[config.mk]
export PLATFORM = sky130hd
export DESIGN_NAME = shuffled_playlist_sequencer
export DESIGN_NICKNAME = d
export VERILOG_FILES = /design/src/rtl/core/spl_pkg.sv /design/src/rtl/core/spl_ram.sv /design/src/rtl/core/spl_dp.sv /design/src/rtl/core/spl_ctrl.sv /design/src/rtl/core/shuffled_playlist_sequencer.sv
export SDC_FILE = /design/constraint.sdc
export NUM_CORES = 1
export LEC_CHECK = 0
export BUFFER_PORTS_ARGS = -buffer_cell sky130_fd_sc_hd__buf_4
export CELL_PAD_IN_SITES_DETAIL_PLACEMENT = 1
export CELL_PAD_IN_SITES_GLOBAL_PLACEMENT = 2
export CORE_MARGIN = 2
export CORE_UTILIZATION = 40
export DETAILED_ROUTE_END_ITERATION = 10
export GPL_TIMING_DRIVEN = 1
export HOLD_SLACK_MARGIN = 0.06
export PLACE_DENSITY = 0.74
export SETUP_SLACK_MARGIN = 0.02
export SLEW_MARGIN = 20
export SYNTH_ARGS = -nofsm -noshare
export SYNTH_HDL_FRONTEND = slang
export SYNTH_SLANG_ARGS = --single-unit
[constraint.sdc]
create_clock -name clk -period 4.4 [get_ports clk]
set_clock_uncertainty 0.15 [all_clocks]
set_input_delay 1.1 -clock clk [delete_from_list [all_inputs] [get_ports clk]]
set_output_delay 1.1 -clock clk [all_outputs]
set_load 0.01 [all_outputs]
[src/rtl/core/spl_pkg.sv]
// shared constants, codes and types of the shuffled playlist sequencer
package spl_pkg;

  localparam int MAX_FILES = 64;
  localparam int ADDR_W    = $clog2(MAX_FILES);
  localparam int ORDER_W   = 8;
  localparam int DIV_W     = ADDR_W + 1;
  localparam int RW_W      = 31;
  localparam int DCNT_W    = $clog2(RW_W);
  localparam int VOL_W     = 5;
  localparam int VOL_MIN   = 1;
  localparam int VOL_MAX   = 30;
  localparam int RADIO_BIT = 7;

  localparam int IN_DATA_W  = 72;
  localparam int OUT_DATA_W = 24;

  typedef logic [2:0] kind_t;
  localparam kind_t K_START  = 3'd0;
  localparam kind_t K_RAND   = 3'd1;
  localparam kind_t K_POLL   = 3'd2;
  localparam kind_t K_STOP   = 3'd3;
  localparam kind_t K_TOGGLE = 3'd4;
  localparam kind_t K_VOLUME = 3'd5;

  typedef logic [2:0] action_t;
  localparam action_t A_PAUSE   = 3'd0;
  localparam action_t A_PLAY    = 3'd1;
  localparam action_t A_PVOL    = 3'd2;
  localparam action_t A_MUTE    = 3'd3;
  localparam action_t A_STATION = 3'd4;
  localparam action_t A_RVOL    = 3'd5;

  typedef logic [2:0] rsel_t;
  localparam rsel_t R_PAUSE    = 3'd0;
  localparam rsel_t R_MUTE_ON  = 3'd1;
  localparam rsel_t R_MUTE_OFF = 3'd2;
  localparam rsel_t R_STATION  = 3'd3;
  localparam rsel_t R_VOL      = 3'd4;
  localparam rsel_t R_RVOL     = 3'd5;
  localparam rsel_t R_PLAY     = 3'd6;

  typedef logic [2:0] ramop_t;
  localparam ramop_t RAM_NONE = 3'd0;
  localparam ramop_t RAM_FILL = 3'd1;
  localparam ramop_t RAM_RD_I = 3'd2;
  localparam ramop_t RAM_RD_J = 3'd3;
  localparam ramop_t RAM_RD_P = 3'd4;
  localparam ramop_t RAM_WR_I = 3'd5;
  localparam ramop_t RAM_WR_J = 3'd6;

  typedef struct packed {
    logic [15:0]       fm_station;
    logic signed [7:0] volume_request;
    logic              song_ended;
    logic [RW_W-1:0]   random_word;
    logic [7:0]        num_files;
    logic [7:0]        folder;
  } in_data_t;

  typedef struct packed {
    logic [6:0]  pad;
    logic        playing;
    logic [15:0] argument;
  } out_data_t;

  typedef struct packed {
    logic   load;
    logic   do_begin;
    logic   play_set;
    logic   play_clr;
    logic   div_start;
    ramop_t ram_op;
    logic   pos_adv;
    logic   swap_dec;
    logic   out_load;
    rsel_t  out_sel;
    logic   out_last;
  } cmd_t;

  typedef struct packed {
    logic playing;
    logic radio_req;
    logic swap_pending;
    logic poll_ok;
    logic fill_last;
    logic div_busy;
    logic out_free;
  } stat_t;

endpackage

[src/rtl/core/spl_ram.sv]
// generic single-port ram with registered read
module spl_ram #(
  parameter int WIDTH = 8,
  parameter int DEPTH = 64
) (
  input  logic                     clk,
  input  logic                     we,
  input  logic                     re,
  input  logic [$clog2(DEPTH)-1:0] addr,
  input  logic [WIDTH-1:0]         wdata,
  output logic [WIDTH-1:0]         rdata
);

  logic [WIDTH-1:0] mem [DEPTH];

  always_ff @(posedge clk) begin
    if (we) begin
      mem[addr] <= wdata;
    end
    if (re) begin
      rdata <= mem[addr];
    end
  end

endmodule

[src/rtl/core/spl_dp.sv]
// datapath: state registers, play order table, remainder unit and result register
module spl_dp (
  input  logic                            clk,
  input  logic                            rst_n,
  input  logic [spl_pkg::IN_DATA_W-1:0]   in_tdata,
  input  spl_pkg::cmd_t                   cmd,
  output spl_pkg::stat_t                  st,
  input  logic                            out_tready,
  output logic                            out_tvalid,
  output logic [spl_pkg::OUT_DATA_W-1:0]  out_tdata,
  output logic [2:0]                      out_tuser,
  output logic                            out_tlast
);

  spl_pkg::in_data_t in_d;
  spl_pkg::in_data_t item_r;

  logic       playing_r, playing_nxt;
  logic       radio_r, radio_nxt;
  logic [7:0] folder_r, folder_nxt;
  logic [7:0] count_r, count_nxt;
  logic [7:0] pos_r, pos_nxt;
  logic [7:0] swap_r, swap_nxt;
  logic [7:0] clamp_cnt;
  logic [7:0] pos_inc;

  logic [spl_pkg::ADDR_W-1:0]  fill_r, fill_nxt;
  logic [spl_pkg::ORDER_W-1:0] tmp_r;

  logic [spl_pkg::RW_W-1:0]   dvd_r, dvd_nxt;
  logic [spl_pkg::DIV_W-1:0]  rem_r, rem_nxt;
  logic [spl_pkg::DIV_W-1:0]  dsr_r, dsr_nxt;
  logic [spl_pkg::DCNT_W-1:0] dcnt_r, dcnt_nxt;
  logic                       dbusy_r, dbusy_nxt;
  logic [spl_pkg::DIV_W:0]    rem_sh;

  logic                        ram_we, ram_re;
  logic [spl_pkg::ADDR_W-1:0]  ram_addr;
  logic [spl_pkg::ORDER_W-1:0] ram_wdata, ram_rdata;
  logic [spl_pkg::ADDR_W-1:0]  idx_i, idx_j;

  logic signed [7:0]          vreq;
  logic [spl_pkg::VOL_W-1:0]  vol;

  logic                 ovalid_r, ovalid_nxt;
  spl_pkg::out_data_t   odata_r, odata_nxt;
  logic [2:0]           ouser_r, ouser_nxt;
  logic                 olast_r, olast_nxt;

  assign in_d = spl_pkg::in_data_t'(in_tdata);

  assign clamp_cnt = (in_d.num_files > 8'(spl_pkg::MAX_FILES)) ?
                     8'(spl_pkg::MAX_FILES) : in_d.num_files;
  assign pos_inc   = pos_r + 8'd1;
  assign idx_i     = swap_r[spl_pkg::ADDR_W-1:0];
  assign idx_j     = rem_r[spl_pkg::ADDR_W-1:0];

  // control state
  always_comb begin
    playing_nxt = playing_r;
    radio_nxt   = radio_r;
    folder_nxt  = folder_r;
    count_nxt   = count_r;
    pos_nxt     = pos_r;
    swap_nxt    = swap_r;
    fill_nxt    = fill_r;
    if (cmd.play_set) begin
      playing_nxt = 1'b1;
    end else if (cmd.play_clr) begin
      playing_nxt = 1'b0;
    end
    if (cmd.do_begin) begin
      fill_nxt = '0;
      if (in_d.folder[spl_pkg::RADIO_BIT]) begin
        radio_nxt = 1'b1;
      end else begin
        radio_nxt  = 1'b0;
        folder_nxt = in_d.folder;
        count_nxt  = clamp_cnt;
        pos_nxt    = 8'd0;
        swap_nxt   = (clamp_cnt != 8'd0) ? clamp_cnt - 8'd1 : 8'd0;
      end
    end
    if (cmd.ram_op == spl_pkg::RAM_FILL) begin
      fill_nxt = fill_r + spl_pkg::ADDR_W'(1);
    end
    if (cmd.pos_adv) begin
      pos_nxt = (pos_inc >= count_r) ? 8'd0 : pos_inc;
    end
    if (cmd.swap_dec) begin
      swap_nxt = swap_r - 8'd1;
    end
  end

  always_ff @(posedge clk) begin
    if (!rst_n) begin
      playing_r <= 1'b0;
      radio_r   <= 1'b0;
      folder_r  <= 8'd1;
      count_r   <= 8'(spl_pkg::MAX_FILES);
      pos_r     <= 8'd0;
      swap_r    <= 8'd0;
      fill_r    <= '0;
    end else begin
      playing_r <= playing_nxt;
      radio_r   <= radio_nxt;
      folder_r  <= folder_nxt;
      count_r   <= count_nxt;
      pos_r     <= pos_nxt;
      swap_r    <= swap_nxt;
      fill_r    <= fill_nxt;
    end
  end

  always_ff @(posedge clk) begin
    if (cmd.load) begin
      item_r <= in_d;
    end
    if (cmd.ram_op == spl_pkg::RAM_RD_J) begin
      tmp_r <= ram_rdata;
    end
  end

  // restoring remainder, one dividend bit per cycle
  assign rem_sh = {rem_r, dvd_r[spl_pkg::RW_W-1]};

  always_comb begin
    dvd_nxt   = dvd_r;
    rem_nxt   = rem_r;
    dsr_nxt   = dsr_r;
    dcnt_nxt  = dcnt_r;
    dbusy_nxt = dbusy_r;
    if (cmd.div_start) begin
      dvd_nxt   = in_d.random_word;
      rem_nxt   = '0;
      dsr_nxt   = spl_pkg::DIV_W'(swap_r) + spl_pkg::DIV_W'(1);
      dcnt_nxt  = '0;
      dbusy_nxt = 1'b1;
    end else if (dbusy_r) begin
      dvd_nxt  = {dvd_r[spl_pkg::RW_W-2:0], 1'b0};
      rem_nxt  = (rem_sh >= {1'b0, dsr_r}) ? spl_pkg::DIV_W'(rem_sh - {1'b0, dsr_r}) :
                 spl_pkg::DIV_W'(rem_sh);
      dcnt_nxt = dcnt_r + spl_pkg::DCNT_W'(1);
      if (dcnt_r == spl_pkg::DCNT_W'(spl_pkg::RW_W - 1)) begin
        dbusy_nxt = 1'b0;
      end
    end
  end

  always_ff @(posedge clk) begin
    if (!rst_n) begin
      dbusy_r <= 1'b0;
    end else begin
      dbusy_r <= dbusy_nxt;
    end
  end

  always_ff @(posedge clk) begin
    dvd_r  <= dvd_nxt;
    rem_r  <= rem_nxt;
    dsr_r  <= dsr_nxt;
    dcnt_r <= dcnt_nxt;
  end

  // play order table port
  always_comb begin
    ram_we    = 1'b0;
    ram_re    = 1'b0;
    ram_addr  = idx_i;
    ram_wdata = ram_rdata;
    case (cmd.ram_op)
      spl_pkg::RAM_FILL: begin
        ram_we    = 1'b1;
        ram_addr  = fill_r;
        ram_wdata = spl_pkg::ORDER_W'(fill_r) + spl_pkg::ORDER_W'(1);
      end
      spl_pkg::RAM_RD_I: begin
        ram_re = 1'b1;
      end
      spl_pkg::RAM_RD_J: begin
        ram_re   = 1'b1;
        ram_addr = idx_j;
      end
      spl_pkg::RAM_RD_P: begin
        ram_re   = 1'b1;
        ram_addr = pos_r[spl_pkg::ADDR_W-1:0];
      end
      spl_pkg::RAM_WR_I: begin
        ram_we = 1'b1;
      end
      spl_pkg::RAM_WR_J: begin
        ram_we    = 1'b1;
        ram_addr  = idx_j;
        ram_wdata = tmp_r;
      end
      default: begin
        ram_we = 1'b0;
      end
    endcase
  end

  spl_ram #(
    .WIDTH (spl_pkg::ORDER_W),
    .DEPTH (spl_pkg::MAX_FILES)
  ) u_order (
    .clk   (clk),
    .we    (ram_we),
    .re    (ram_re),
    .addr  (ram_addr),
    .wdata (ram_wdata),
    .rdata (ram_rdata)
  );

  // volume clamp
  assign vreq = item_r.volume_request;
  assign vol  = (vreq < 8'sd1)  ? spl_pkg::VOL_W'(spl_pkg::VOL_MIN) :
                (vreq > 8'sd30) ? spl_pkg::VOL_W'(spl_pkg::VOL_MAX) :
                spl_pkg::VOL_W'(vreq);

  // result register
  always_comb begin
    ovalid_nxt = ovalid_r;
    odata_nxt  = odata_r;
    ouser_nxt  = ouser_r;
    olast_nxt  = olast_r;
    if (cmd.out_load) begin
      ovalid_nxt        = 1'b1;
      olast_nxt         = cmd.out_last;
      odata_nxt.pad     = '0;
      odata_nxt.playing = playing_r;
      case (cmd.out_sel)
        spl_pkg::R_PAUSE: begin
          ouser_nxt          = spl_pkg::A_PAUSE;
          odata_nxt.argument = 16'd0;
        end
        spl_pkg::R_MUTE_ON: begin
          ouser_nxt          = spl_pkg::A_MUTE;
          odata_nxt.argument = 16'd1;
        end
        spl_pkg::R_MUTE_OFF: begin
          ouser_nxt          = spl_pkg::A_MUTE;
          odata_nxt.argument = 16'd0;
        end
        spl_pkg::R_STATION: begin
          ouser_nxt          = spl_pkg::A_STATION;
          odata_nxt.argument = item_r.fm_station;
        end
        spl_pkg::R_VOL: begin
          ouser_nxt          = spl_pkg::A_PVOL;
          odata_nxt.argument = 16'(vol);
        end
        spl_pkg::R_RVOL: begin
          ouser_nxt          = spl_pkg::A_RVOL;
          odata_nxt.argument = 16'(vol >> 1);
        end
        spl_pkg::R_PLAY: begin
          ouser_nxt          = spl_pkg::A_PLAY;
          odata_nxt.argument = {folder_r, ram_rdata};
        end
        default: begin
          ouser_nxt          = spl_pkg::A_PAUSE;
          odata_nxt.argument = 16'd0;
        end
      endcase
    end else if (out_tready) begin
      ovalid_nxt = 1'b0;
    end
  end

  always_ff @(posedge clk) begin
    if (!rst_n) begin
      ovalid_r <= 1'b0;
    end else begin
      ovalid_r <= ovalid_nxt;
    end
  end

  always_ff @(posedge clk) begin
    odata_r <= odata_nxt;
    ouser_r <= ouser_nxt;
    olast_r <= olast_nxt;
  end

  assign out_tvalid = ovalid_r;
  assign out_tdata  = odata_r;
  assign out_tuser  = ouser_r;
  assign out_tlast  = olast_r;

  // status
  assign st.playing      = playing_r;
  assign st.radio_req    = in_d.folder[spl_pkg::RADIO_BIT];
  assign st.swap_pending = (swap_r != 8'd0) && (swap_r < 8'(spl_pkg::MAX_FILES));
  assign st.poll_ok      = playing_r && !radio_r && in_d.song_ended &&
                           (count_r != 8'd0) && (pos_r < 8'(spl_pkg::MAX_FILES));
  assign st.fill_last    = (fill_r == spl_pkg::ADDR_W'(spl_pkg::MAX_FILES - 1));
  assign st.div_busy     = dbusy_r;
  assign st.out_free     = !ovalid_r || out_tready;

endmodule

[src/rtl/core/spl_ctrl.sv]
// controller: sequences fill, swap, poll and command emission
module spl_ctrl (
  input  logic           clk,
  input  logic           rst_n,
  input  logic           in_tvalid,
  input  logic [2:0]     in_tuser,
  output logic           in_tready,
  input  spl_pkg::stat_t st,
  output spl_pkg::cmd_t  cmd
);

  localparam logic [2:0] S_IDLE = 3'd0;
  localparam logic [2:0] S_FILL = 3'd1;
  localparam logic [2:0] S_DIV  = 3'd2;
  localparam logic [2:0] S_RD_J = 3'd3;
  localparam logic [2:0] S_WR_I = 3'd4;
  localparam logic [2:0] S_WR_J = 3'd5;
  localparam logic [2:0] S_POLL = 3'd6;
  localparam logic [2:0] S_EMIT = 3'd7;

  logic [2:0]     state_r, state_nxt;
  spl_pkg::rsel_t sel_r, sel_nxt;
  logic           halt_r, halt_nxt;
  logic           radio_r, radio_nxt;
  logic           is_last;
  spl_pkg::rsel_t sel_next;
  logic           go_begin, go_halt;

  assign in_tready = (state_r == S_IDLE);

  always_comb begin
    is_last  = 1'b0;
    sel_next = spl_pkg::R_PAUSE;
    case (sel_r)
      spl_pkg::R_PAUSE:    sel_next = spl_pkg::R_MUTE_ON;
      spl_pkg::R_MUTE_ON: begin
        is_last  = halt_r;
        sel_next = radio_r ? spl_pkg::R_MUTE_OFF : spl_pkg::R_VOL;
      end
      spl_pkg::R_MUTE_OFF: sel_next = spl_pkg::R_STATION;
      spl_pkg::R_STATION:  sel_next = spl_pkg::R_VOL;
      spl_pkg::R_VOL:      sel_next = spl_pkg::R_RVOL;
      spl_pkg::R_RVOL:     is_last = 1'b1;
      spl_pkg::R_PLAY:     is_last = 1'b1;
      default:             is_last = 1'b1;
    endcase
  end

  always_comb begin
    state_nxt = state_r;
    sel_nxt   = sel_r;
    halt_nxt  = halt_r;
    radio_nxt = radio_r;
    cmd       = '0;
    cmd.ram_op  = spl_pkg::RAM_NONE;
    cmd.out_sel = sel_r;
    cmd.out_last = is_last;
    go_begin  = 1'b0;
    go_halt   = 1'b0;
    case (state_r)
      S_IDLE: begin
        if (in_tvalid) begin
          cmd.load = 1'b1;
          case (in_tuser)
            spl_pkg::K_START:  go_begin = 1'b1;
            spl_pkg::K_RAND: begin
              if (st.swap_pending) begin
                cmd.div_start = 1'b1;
                state_nxt     = S_DIV;
              end
            end
            spl_pkg::K_POLL: begin
              if (st.poll_ok) begin
                state_nxt = S_POLL;
              end
            end
            spl_pkg::K_STOP:   go_halt = 1'b1;
            spl_pkg::K_TOGGLE: begin
              go_halt  = st.playing;
              go_begin = !st.playing;
            end
            spl_pkg::K_VOLUME: begin
              if (st.playing) begin
                halt_nxt  = 1'b0;
                sel_nxt   = spl_pkg::R_VOL;
                state_nxt = S_EMIT;
              end
            end
            default: state_nxt = S_IDLE;
          endcase
          if (go_begin) begin
            cmd.do_begin = 1'b1;
            cmd.play_set = 1'b1;
            halt_nxt     = 1'b0;
            radio_nxt    = st.radio_req;
            sel_nxt      = spl_pkg::R_PAUSE;
            state_nxt    = st.radio_req ? S_EMIT : S_FILL;
          end
          if (go_halt) begin
            cmd.play_clr = 1'b1;
            halt_nxt     = 1'b1;
            sel_nxt      = spl_pkg::R_PAUSE;
            state_nxt    = S_EMIT;
          end
        end
      end
      S_FILL: begin
        cmd.ram_op = spl_pkg::RAM_FILL;
        if (st.fill_last) begin
          state_nxt = S_EMIT;
        end
      end
      S_DIV: begin
        if (!st.div_busy) begin
          cmd.ram_op = spl_pkg::RAM_RD_I;
          state_nxt  = S_RD_J;
        end
      end
      S_RD_J: begin
        cmd.ram_op = spl_pkg::RAM_RD_J;
        state_nxt  = S_WR_I;
      end
      S_WR_I: begin
        cmd.ram_op = spl_pkg::RAM_WR_I;
        state_nxt  = S_WR_J;
      end
      S_WR_J: begin
        cmd.ram_op   = spl_pkg::RAM_WR_J;
        cmd.swap_dec = 1'b1;
        state_nxt    = S_IDLE;
      end
      S_POLL: begin
        cmd.ram_op  = spl_pkg::RAM_RD_P;
        cmd.pos_adv = 1'b1;
        sel_nxt     = spl_pkg::R_PLAY;
        state_nxt   = S_EMIT;
      end
      S_EMIT: begin
        if (st.out_free) begin
          cmd.out_load = 1'b1;
          if (is_last) begin
            state_nxt = S_IDLE;
          end else begin
            sel_nxt = sel_next;
          end
        end
      end
      default: state_nxt = S_IDLE;
    endcase
  end

  always_ff @(posedge clk) begin
    if (!rst_n) begin
      state_r <= S_IDLE;
      sel_r   <= spl_pkg::R_PAUSE;
      halt_r  <= 1'b0;
      radio_r <= 1'b0;
    end else begin
      state_r <= state_nxt;
      sel_r   <= sel_nxt;
      halt_r  <= halt_nxt;
      radio_r <= radio_nxt;
    end
  end

endmodule

[src/rtl/core/shuffled_playlist_sequencer.sv]
// top level of the shuffled playlist sequencer
// Takes one control transaction at a time and answers with up to six player and
// radio command transactions, one per cycle while the output side accepts them.
// A folder start rewrites the 64-entry play order table, one entry per cycle
// through its single port, before its commands go out; a radio start skips the
// fill. A random word, while swaps are pending, runs a bit-serial remainder
// unit over its 31 bits and then swaps two table entries: it reads both
// through the port and writes each back to the other's place. A song-end poll
// reads the table and plays the next file; a toggle while stopped runs as a
// start. A new transaction is taken as soon as the last command of the
// previous one sits in the output register.
module shuffled_playlist_sequencer (
  input  logic                           clk,
  input  logic                           rst_n,
  input  logic                           in_tvalid,
  output logic                           in_tready,
  // folder, num_files, random_word, song_ended, volume_request, fm_station
  input  logic [spl_pkg::IN_DATA_W-1:0]  in_tdata,
  // kind
  input  logic [2:0]                     in_tuser,
  output logic                           out_tvalid,
  input  logic                           out_tready,
  // argument, playing, zero pad
  output logic [spl_pkg::OUT_DATA_W-1:0] out_tdata,
  // action
  output logic [2:0]                     out_tuser,
  output logic                           out_tlast
);

  spl_pkg::cmd_t  cmd;
  spl_pkg::stat_t st;

  spl_ctrl u_ctrl (
    .clk       (clk),
    .rst_n     (rst_n),
    .in_tvalid (in_tvalid),
    .in_tuser  (in_tuser),
    .in_tready (in_tready),
    .st        (st),
    .cmd       (cmd)
  );

  spl_dp u_dp (
    .clk        (clk),
    .rst_n      (rst_n),
    .in_tdata   (in_tdata),
    .cmd        (cmd),
    .st         (st),
    .out_tready (out_tready),
    .out_tvalid (out_tvalid),
    .out_tdata  (out_tdata),
    .out_tuser  (out_tuser),
    .out_tlast  (out_tlast)
  );

endmodule
-- Yosys cells after proc, flatten, opt, wreduce, memory -nomap -nowiden
Memories as Yosys holds them, arrays and structs flattened. A register that Yosys moved wholly into a read port is not among the register bits.
Cells that the tools add are included.
- flip-flop bits (word level): 152
- bits in latches: 0
- RAM bits: 512
- memory bits (read-only): 0
- bits of input ports: 79
- output and inout port bits: 30
- word-level logic and storage cells: 196
- memories kept: 1
- memory list (name ; words ; width ; rd ports ; clocked after memory_dff ; write ports ; line ; text):
    u_dp.u_order.mem ; 64 ; 8 ; 1 ; 1 ; 1 ; spl_ram.sv:14 ; logic [WIDTH-1:0] mem [DEPTH];
- $add $sub $neg: 8
- $mul: 0
- div/mod/pow operators: 0
- magnitude comparators: 7
- equality and inequality tests: 40
- shifts and indexed selects: 0
- multiplexer cells: 78
- bitwise gates (word level): 1
- reductions and logical operators: 37
- operator list (kind ; number):
    $pmux 16 s5 ; 1
    $mux 8 ; 9
    $mux 31 ; 2
    $mux 3 ; 19
    $eq 3x3->1 const B ; 12
    $pmux 3 s5 ; 2
    $mux 1 ; 27
    $eq 3x2->1 const B ; 8
    $pmux 3 s8 ; 1
    $reduce_bool 8->1 ; 3
    $mux 5 ; 4
    $pmux 3 s6 ; 1
    $pmux 6 s3 ; 1
    $lt 8x7->1 const B ; 2
    $pmux 8 s2 ; 1
    $sub 8x1->8 const B ; 2
    $eq 3x1->1 const B ; 4
    $mux 6 ; 2
    $pmux 3 s4 ; 1
    $reduce_bool 2->1 ; 6
    $ne 2x2->1 const B ; 5
    $ne 5x3->1 const B ; 2
    $logic_not 3->1 ; 3
    $pmux 3 s3 ; 1
    other kinds (33) ; 52

-- Depth between registers and ports, before layout
Gate-level depths: netlist (run 1).
- word-level depth: 11
- mapped depth: 13
- depth with buffers taken out: 11

-- Modules after synthesis
A second synthesis (run 1) with hierarchy kept.
- cell total of the unflattened synthesis: 1952
- area, all modules: 28522.4 µm²
- by module, submodules not included (module ; instances ; cells each ; area an instance (µm²) ; sequential area each (µm²)):
    spl_ram ; 1 ; 1171 ; 20529.7 ; 15615.0
    spl_dp ; 1 ; 675 ; 7189.4 ; 3793.6
    spl_ctrl ; 1 ; 106 ; 803.3 ; 160.2

-- Worst setup path before layout (run 1)
OpenSTA, ideal clock, no wires.
- path type: reg-to-reg
- start point: register u_ctrl.state_r[2]
- end point: memory u_dp.u_order.mem[0][3] (data pin)
- setup time: 0.702 ns
- data arrival time: 3.900 ns
- required time: 3.548 ns
- slack: -0.352 ns
- stages on the path, launching flop included: 7
- buffers on the path: 4
- clock period less this slack: 4.752 ns
- path through: dfxtp_1 buf_6 buf_6 clkbuf_1 buf_1 a21oi_1 o21ai_0
- word-level cells in the longest chain between the ends: 4
- elaborated cells on any way between the ends: 10
- ends and longest elaborated chain (item ; line ; text):
    from (decl) ; spl_ctrl.sv:21 ; logic [2:0] state_r, state_nxt;
    from (signal assigned) ; spl_ctrl.sv:159 ; state_r <= state_nxt;
    $eq 3x3->1 (tied with other cells) ; spl_ctrl.sv:60 ; case (state_r)
    $pmux 3 s6 * ; spl_ctrl.sv:60 ;
    $eq 3x3->1 or $eq 3x1->1 (tied branches) ; spl_dp.sv:171 ; case (cmd.ram_op)
    $pmux 8 s2 * ; spl_dp.sv:171 ;
    named net u_dp.ram_wdata (one bit) ; spl_dp.sv:39 ; logic [spl_pkg::ORDER_W-1:0] ram_wdata, ram_rdata;
    to (decl) ; spl_ram.sv:14 ;
The timed path passes the listed nets; every way through them passes the cells marked *.

-- Worst setup path in the final report (run 1)
- start point: register u_ctrl.state_r[2]
- end point: memory u_dp.u_order.mem[36][7] (enable)
- word-level cells in the longest chain between the ends: 7
- elaborated cells on any way between the ends: 18
- ends and longest elaborated chain (item ; line ; text):
    $eq 3x3->1 (tied with other cells) ; spl_ctrl.sv:60 ;
    $pmux 3 s6 * ; spl_ctrl.sv:60 ;
    $eq 3x3->1 or $eq 3x1->1 (tied branches) ; spl_dp.sv:171 ;
    $reduce_or 3->1 (no line) ; -- ;
    $mux 1 ; spl_dp.sv:171 ;
    $mux 1 ; spl_ram.sv:17 ; if (we) begin
    $mux 1 (implied by the code) ; spl_ram.sv:18 ; mem[addr] <= wdata;
Every way passes the cells marked *; elsewhere a longest branch is shown, timed or not.

==> results of run 1 <==
-- tightest hold or removal path: stages (launching register included) --
cell,delay (ns)
dfxtp_1,0.31
nand2_1,0.05
a21oi_1,0.05
-- power breakdown --
part	leakage, nW	internal [mW]	switching, mW
combinational	4.36	2.92	7.16
clock	1.15	3.61	2.56
sequential	6.06	8.51	0.342
-- cell type report --
type | instances | area, um^2 | area share
multi-input combinational | 1241 | 7905 | 0.2380
tap | 931 | 1165 | 0.03507
sequential | 672 | 19570 | 0.5891
inverter | 38 | 142.6 | 0.004294
clock inverter | 40 | 375.4 | 0.01130
clock buffer | 91 | 1982 | 0.05967
timing repair buffer | 260 | 2077 | 0.06253
-- worst max-delay path by stage --
stage	start	endpoint	slack (ns)
finish	u_ctrl.state_r[2]$_SDFFE_PN0P_	u_dp.u_order.mem[36][7]$_DFFE_PP_	0.13
global route	u_ctrl.state_r[2]$_SDFFE_PN0P_	u_dp.u_order.rdata[7]$_DFFE_PP_	-0.01
CTS	u_ctrl.state_r[2]$_SDFFE_PN0P_	u_dp.u_order.rdata[7]$_DFFE_PP_	0.04
detailed placement	u_ctrl.state_r[2]$_SDFFE_PN0P_	u_dp.u_order.rdata[7]$_DFFE_PP_	-0.07
global placement	u_ctrl.state_r[2]$_SDFFE_PN0P_	u_dp.u_order.rdata[7]$_DFFE_PP_	-0.0003
floorplan	u_ctrl.state_r[2]$_SDFFE_PN0P_	u_dp.u_order.mem[0][4]$_DFFE_PP_	0.74
-- repair_timing --
action,in CTS,in global routing
gates cloned,0,0
setup endpoints to repair,2,3
hold endpoints to repair,0,0
resized for setup,2,4
-- flip-flops by register name, indices dropped and copies added, names as in the netlist, 5 cells and up --
register            count
u_dp.count_r            8
u_dp.dcnt_r             5
u_dp.dsr_r              7
u_dp.dvd_r             31
u_dp.fill_r             6
u_dp.folder_r           7
u_dp.item_r            16
u_dp.out_tdata         17
u_dp.pos_r              8
u_dp.rem_r              7
u_dp.swap_r             8
u_dp.tmp_r              8
u_dp.u_order.mem      512
u_dp.u_order.rdata      8
u_dp.vreq               8
-- stage by stage --
stage	hold WS, ns	std cells	util	cell area (um^2)
global placement	0.2930	3142	0.4470	30820
floorplan	0.2860	2073	-	27990
CTS	0.3127	3273	0.4814	33190
global route	0.3341	3273	0.4818	33220
finish	0.3114	3273	0.4818	33220
detailed placement	0.3036	3142	0.4471	30820
-- metal layers --
layer,GRT usage,vias to the layer above,routed length (um)
met1,0.3446,9927,38010
met5,0,-,11
met4,0.1176,2,4377
met2,0.4322,859,45100
met3,0.05233,223,7329
li1,-,8417,-
-- logic make-up after synthesis --
logic type      count (synthesis)
simple gates                  615
other cells                     1
flops                         672
mux                            63
xor+xnor                       26
buf+inv                       160
fa+ha+maj                      28
compound gates                502
-- placed cells by master (no fill, tap or decap), drive strengths merged, types with 26 or more instances in the layout --
cell / instances
edfxtp: 611
buf: 260
nand2: 249
nor2: 163
a21oi: 96
clkbuf: 91
a22o: 76
o21ai: 73
nand3: 66
dfxtp: 61
mux2i: 46
inv: 40
nor3: 33
a22oi: 33
clkinv: 28
ha: 27
a31oi: 27
o22ai: 26
==> results.ini, run 1 <==
[floorplanning]
pin_count = 109
core_area_mm2 = 0.06895
die_h_um = 268.4
dieArea_mm2 = 0.07206
die_width_um = 268.4
rows = 96
start_util = 0.4057

[setup_path]
cp_slowest_cell = nor2_1
crit_type = flop to flop
cp_data_arrival_time_ns = 4.35
path_cells = and3b_1, o31a_1, o211ai_2, nor2_2, buf_4, nand2_1, nor2_1
path_buf_inv = 1
endpoint_kind = flop
r2r_cells = 7
cp_max_fo = 12
reg2reg_to = u_dp.u_order.mem[36][7]$_DFFE_PP_
startpoint_type = flop
cp_num_cells = 7
r2r_slack_ns = 0.13
max_stage_delay_ns = 0.94
cp.required_ns = 4.48
crit_family = simple AND/OR/NAND/NOR gates
crit-reg2reg-launch = u_ctrl.state_r[2]$_SDFFE_PN0P_

[global_routing]
grt_start_max_net_pins = 65
antenna_found_initial = 2
grt.overflow.total = 0
grt_pass1_wl_mm = 138.3
track_usage = 0.2650
grt_pass1_vias = 20120

[clock_tree]
cts.path.max_buffers = 3
clock_latency_ns = 0.62
htree_levels = 3
numClockSinks = 672
path_clk_slew_ns = 0.06
holdBufCountCts = 0
postCtsSetupBuffers = 0
clock_tree.root_cell = clkbuf_16
cts_made_buffers = 74
cts_tree = done

[timing]
fin_setup_tns_ns = 0
min_period_ns = 4.267
setup_viol = 0
hold_viol_final = 0
fmax_mhz = 234.3
rsz0062_at_grt = yes
tightestPinTransition_ns = 1.150
setup_slack_ns = 0.1327
slew_violations = 0
relSlewSlack = 0.2271
post-route-period-util = 0.9698

[synthesis]
yosysTopAreaCell = edfxtp_1
synth_edf_count = 611
synth_compound_area_frac = 0.1302
synth.mux.area_fraction = 0.02371
avgSynthCellArea_um2 = 13.53
ys_ff_latch = 672
syn_area_mm2 = 0.02797
synth_common_cells = 611 x edfxtp_1, 248 x nand2_1, 162 x nor2_1
syn_inst = 2067
synthDominantCellAreaShare = 0.6560
synthDistinctLibCells = 96
synthAdderAreaFrac = 0.01279
ys_seq_area_frac = 0.6996
synth_xor_area_frac = 0.008410
yosysMostFrequentCell = edfxtp_1
yosysWarningCount = 0
ys_async_sr_fraction = 0
synth-main-ff-cell = edfxtp_1
synth_top_family_by_area = compound AO/OA/AOI/OAI gates
synth-simple-area-share = 0.09944
synth.area.top_cells = edfxtp_1 66%, dfxtp_1 4.4%, nand2_1 3.3%

[route]
drt_iter0_drc = 2104
via_count = 19430
totalWireLength_mm = 94.83
viasPerCell = 5.936
drt.antenna.violating_nets = 0
wl_per_cell_um = 28.97
firstDrtPassIters = 5
drc = 0

[final_layout]
fillers = 6979
drive_above_1_share = 0.1870
antenna_cells = 0
nNetsFinal = 2394
synthToLayoutAreaGrowth_pct = 18.75

[power_and_ir_drop]
power_density_mw_per_mm2 = 755.7
vdd_drop_max_uv = 592.3
p_leak_nw = 11.57
power_mw = 25.10

[run_status]
status = finished, final reports clean

[placed_design]
io_buffers = 101
place_hpwl_mm = 62.65
place_congestion = 0.9116
post-place-ws_ns = -0.06888

[worst_hold_path]
min_path_cells = 2
holdPathEnd = u_dp.radio_r$_SDFFE_PN0P_
worstHoldStart = u_dp.radio_r$_SDFFE_PN0P_
hp-class = flop to flop

[flow_run]
max-cap-violations = 0

No activity file was read; power rests on OpenSTA's default activity.
==> run 2: changes to the inputs <==
--- a/config.mk
+++ b/config.mk
@@ -10,6 +10,7 @@
 export CELL_PAD_IN_SITES_GLOBAL_PLACEMENT = 2
 export CORE_MARGIN = 2
 export CORE_UTILIZATION = 40
+export CTS_BUF_LIST = sky130_fd_sc_hd__clkbuf_2 sky130_fd_sc_hd__clkbuf_4 sky130_fd_sc_hd__clkbuf_8
 export DETAILED_ROUTE_END_ITERATION = 10
 export GPL_TIMING_DRIVEN = 1
 export HOLD_SLACK_MARGIN = 0.06
==> run 2 against run 1 <==
Effect of this change: setup slack worse by 0.055 ns; wire length about the same; critical path type unchanged; final cell count up 2.1%; largest cell class unchanged; design area down 0.52%.
==> results.ini, run 2 (synthesis results as in run 1) <==
[run_status]
status = finished, final reports clean

[timing]
setup_viol = 0
tightestPinTransition_ns = 1.109
fmax_mhz = 231.3
relSlewSlack = 0.2580
slew_violations = 0
rsz0062_at_grt = yes
hold_viol_final = 0
post-route-period-util = 0.9824
min_period_ns = 4.323

[final_layout]
multi_input_area_mm2 = 0.007915
fin_util = 0.4793
fillers = 7085
register_area_mm2 = 0.01957
regMostFlops = u_dp.u_order.mem
final_cell_mix = 611 x edfxtp_1, 250 x buf_4, 247 x nand2_1, 146 x nor2_1, 119 x clkbuf_8
antenna_cells = 0
largest_reg_flops = 512
fin_cells = 3343
synthToLayoutAreaGrowth_pct = 18.13
final_common_cell = edfxtp_1
drive_above_1_share = 0.2139
design_area_mm2 = 0.03304
nNetsFinal = 2431

[setup_path]
cp_data_arrival_time_ns = 4.59
cp_slowest_cell = dfxtp_1
cp_max_fo = 18
r2r_slack_ns = 0.08
crit_family = compound AO/OA/AOI/OAI gates
path_cells = and3b_1, o31ai_4, buf_4, nor2_4, buf_12, mux2_2, a221oi_1, o21ai_0, a2111oi_2, buf_4, nand4_1
cp.required_ns = 4.67
crit-reg2reg-launch = u_ctrl.state_r[2]$_SDFFE_PN0P_
cp_common_cell = buf_4
crit_type = flop to flop
startpoint_type = flop
max_stage_delay_ns = 0.64
reg2reg_to = u_dp.u_order.rdata[7]$_DFFE_PP_
path_buf_inv = 3
endpoint_kind = flop
r2r_cells = 11

[global_routing]
grt.overflow.total = 0
grt_start_max_net_pins = 65
antenna_found_initial = 2
grt_pass1_wl_mm = 138.2
track_usage = 0.2647
grt_pass1_vias = 20260

[route]
totalWireLength_mm = 94.82
drt.antenna.violating_nets = 0
firstDrtPassIters = 7
drt_iter0_drc = 2175
drc = 0
wl_per_cell_um = 28.36
via_count = 19630
viasPerCell = 5.871

[placed_design]
dp_cells = 3142
post_dp_cell_area_mm2 = 0.03082
place_congestion = 0.9116
io_buffers = 101
place_hpwl_mm = 62.65

[floorplanning]
pin_count = 109
rows = 96
dieArea_mm2 = 0.07206
core_area_mm2 = 0.06895
start_util = 0.4057
die_h_um = 268.4
die_width_um = 268.4

[power_and_ir_drop]
p_leak_nw = 11.58
p_sw_mw = 10.07
p_int_mw = 14.34
power_density_mw_per_mm2 = 738.5
power_frac_comb = 0.413
pwr-share-clk = 0.223
power_switching_share = 0.4126
power_mw = 24.40
seqPwrFrac = 0.363
vdd_drop_max_uv = 585.2

[worst_hold_path]
worstHoldStart = u_dp.radio_r$_SDFFE_PN0P_
hp-class = flop to flop
min_path_cells = 2
holdPathEnd = u_dp.radio_r$_SDFFE_PN0P_

[clock_tree]
path_clk_slew_ns = 0.06
numClockSinks = 672
htree_levels = 3
cts_made_buffers = 111
clock_latency_ns = 0.72
clock_tree.root_cell = clkbuf_8
cts.path.max_buffers = 3
cts_tree = done

[flow_run]
max-cap-violations = 0

## run 2: per-layer routing
layer,track usage,wire length (um),share of wire,up-vias
met5,0,10,0.00011,-
met4,0.1239,4807,0.051,2
met3,0.05982,7691,0.081,247
met2,0.4287,44610,0.47,915
met1,0.3390,37700,0.40,9963
li1,-,-,-,8500
## run 2: repair_timing
| item | 4_1_cts | 5_1_grt |
|---|---|---|
| buffers inserted | 0 | 0 |
| hold buffers | 0 | 0 |
| gates cloned | 0 | 0 |
| gates resized for setup | 2 | 9 |
| setup endpoints to repair | 2 | 39 |
## run 2: worst max-delay path by stage
stage	startpoint	end	slack [ns]	cells after the start
6_report	u_ctrl.state_r[2]$_SDFFE_PN0P_	u_dp.u_order.rdata[7]$_DFFE_PP_	0.08	11
5_1_grt	u_ctrl.state_r[2]$_SDFFE_PN0P_	u_dp.u_order.rdata[7]$_DFFE_PP_	-0.02	11
4_1_cts	u_ctrl.state_r[2]$_SDFFE_PN0P_	u_dp.u_order.rdata[7]$_DFFE_PP_	0.03	11
3_5_place_dp	u_ctrl.state_r[2]$_SDFFE_PN0P_	u_dp.u_order.rdata[7]$_DFFE_PP_	-0.07	11
3_3_place_gp	u_ctrl.state_r[2]$_SDFFE_PN0P_	u_dp.u_order.rdata[7]$_DFFE_PP_	-0.0003	11
2_1_floorplan	u_ctrl.state_r[2]$_SDFFE_PN0P_	u_dp.u_order.mem[0][4]$_DFFE_PP_	0.74	6
## run 2: tightest hold or removal path: stages, from the launching register on
cell and delay (ns):
dfxtp_1 0.31, nand2_1 0.05, a21oi_1 0.05
## run 2: layout make-up
class	count	share of cell area
flip-flops and latches	672	0.5922
multi-input cells	1241	0.2395
repair buffers	260	0.06286
clock buffers	160	0.05888
well taps	931	0.03525
clock inverters	41	0.006929
inverters	38	0.004317
## run 2: power groups by stage
stage	logic, mW	clock network, mW	registers (mW)
after global placement	9.57	0	8.96
after floorplan	5.00	0	8.86
after detailed placement	9.82	0	8.99
final	10.1	5.45	8.86
after global routing	10.5	5.81	8.90
after CTS	9.86	5.57	8.86
## run 2: through the flow
step           worst slack (ns)  hold slack (ns)    TNS [ns]
4_1_cts                 0.03224           0.3114           0
5_1_grt                -0.02108           0.3330    -0.02108
2_1_floorplan            0.7437           0.2860           0
3_5_place_dp           -0.06888           0.3036    -0.06888
3_3_place_gp         -0.0003220           0.2930  -0.0003220
6_report                0.07725           0.3109           0
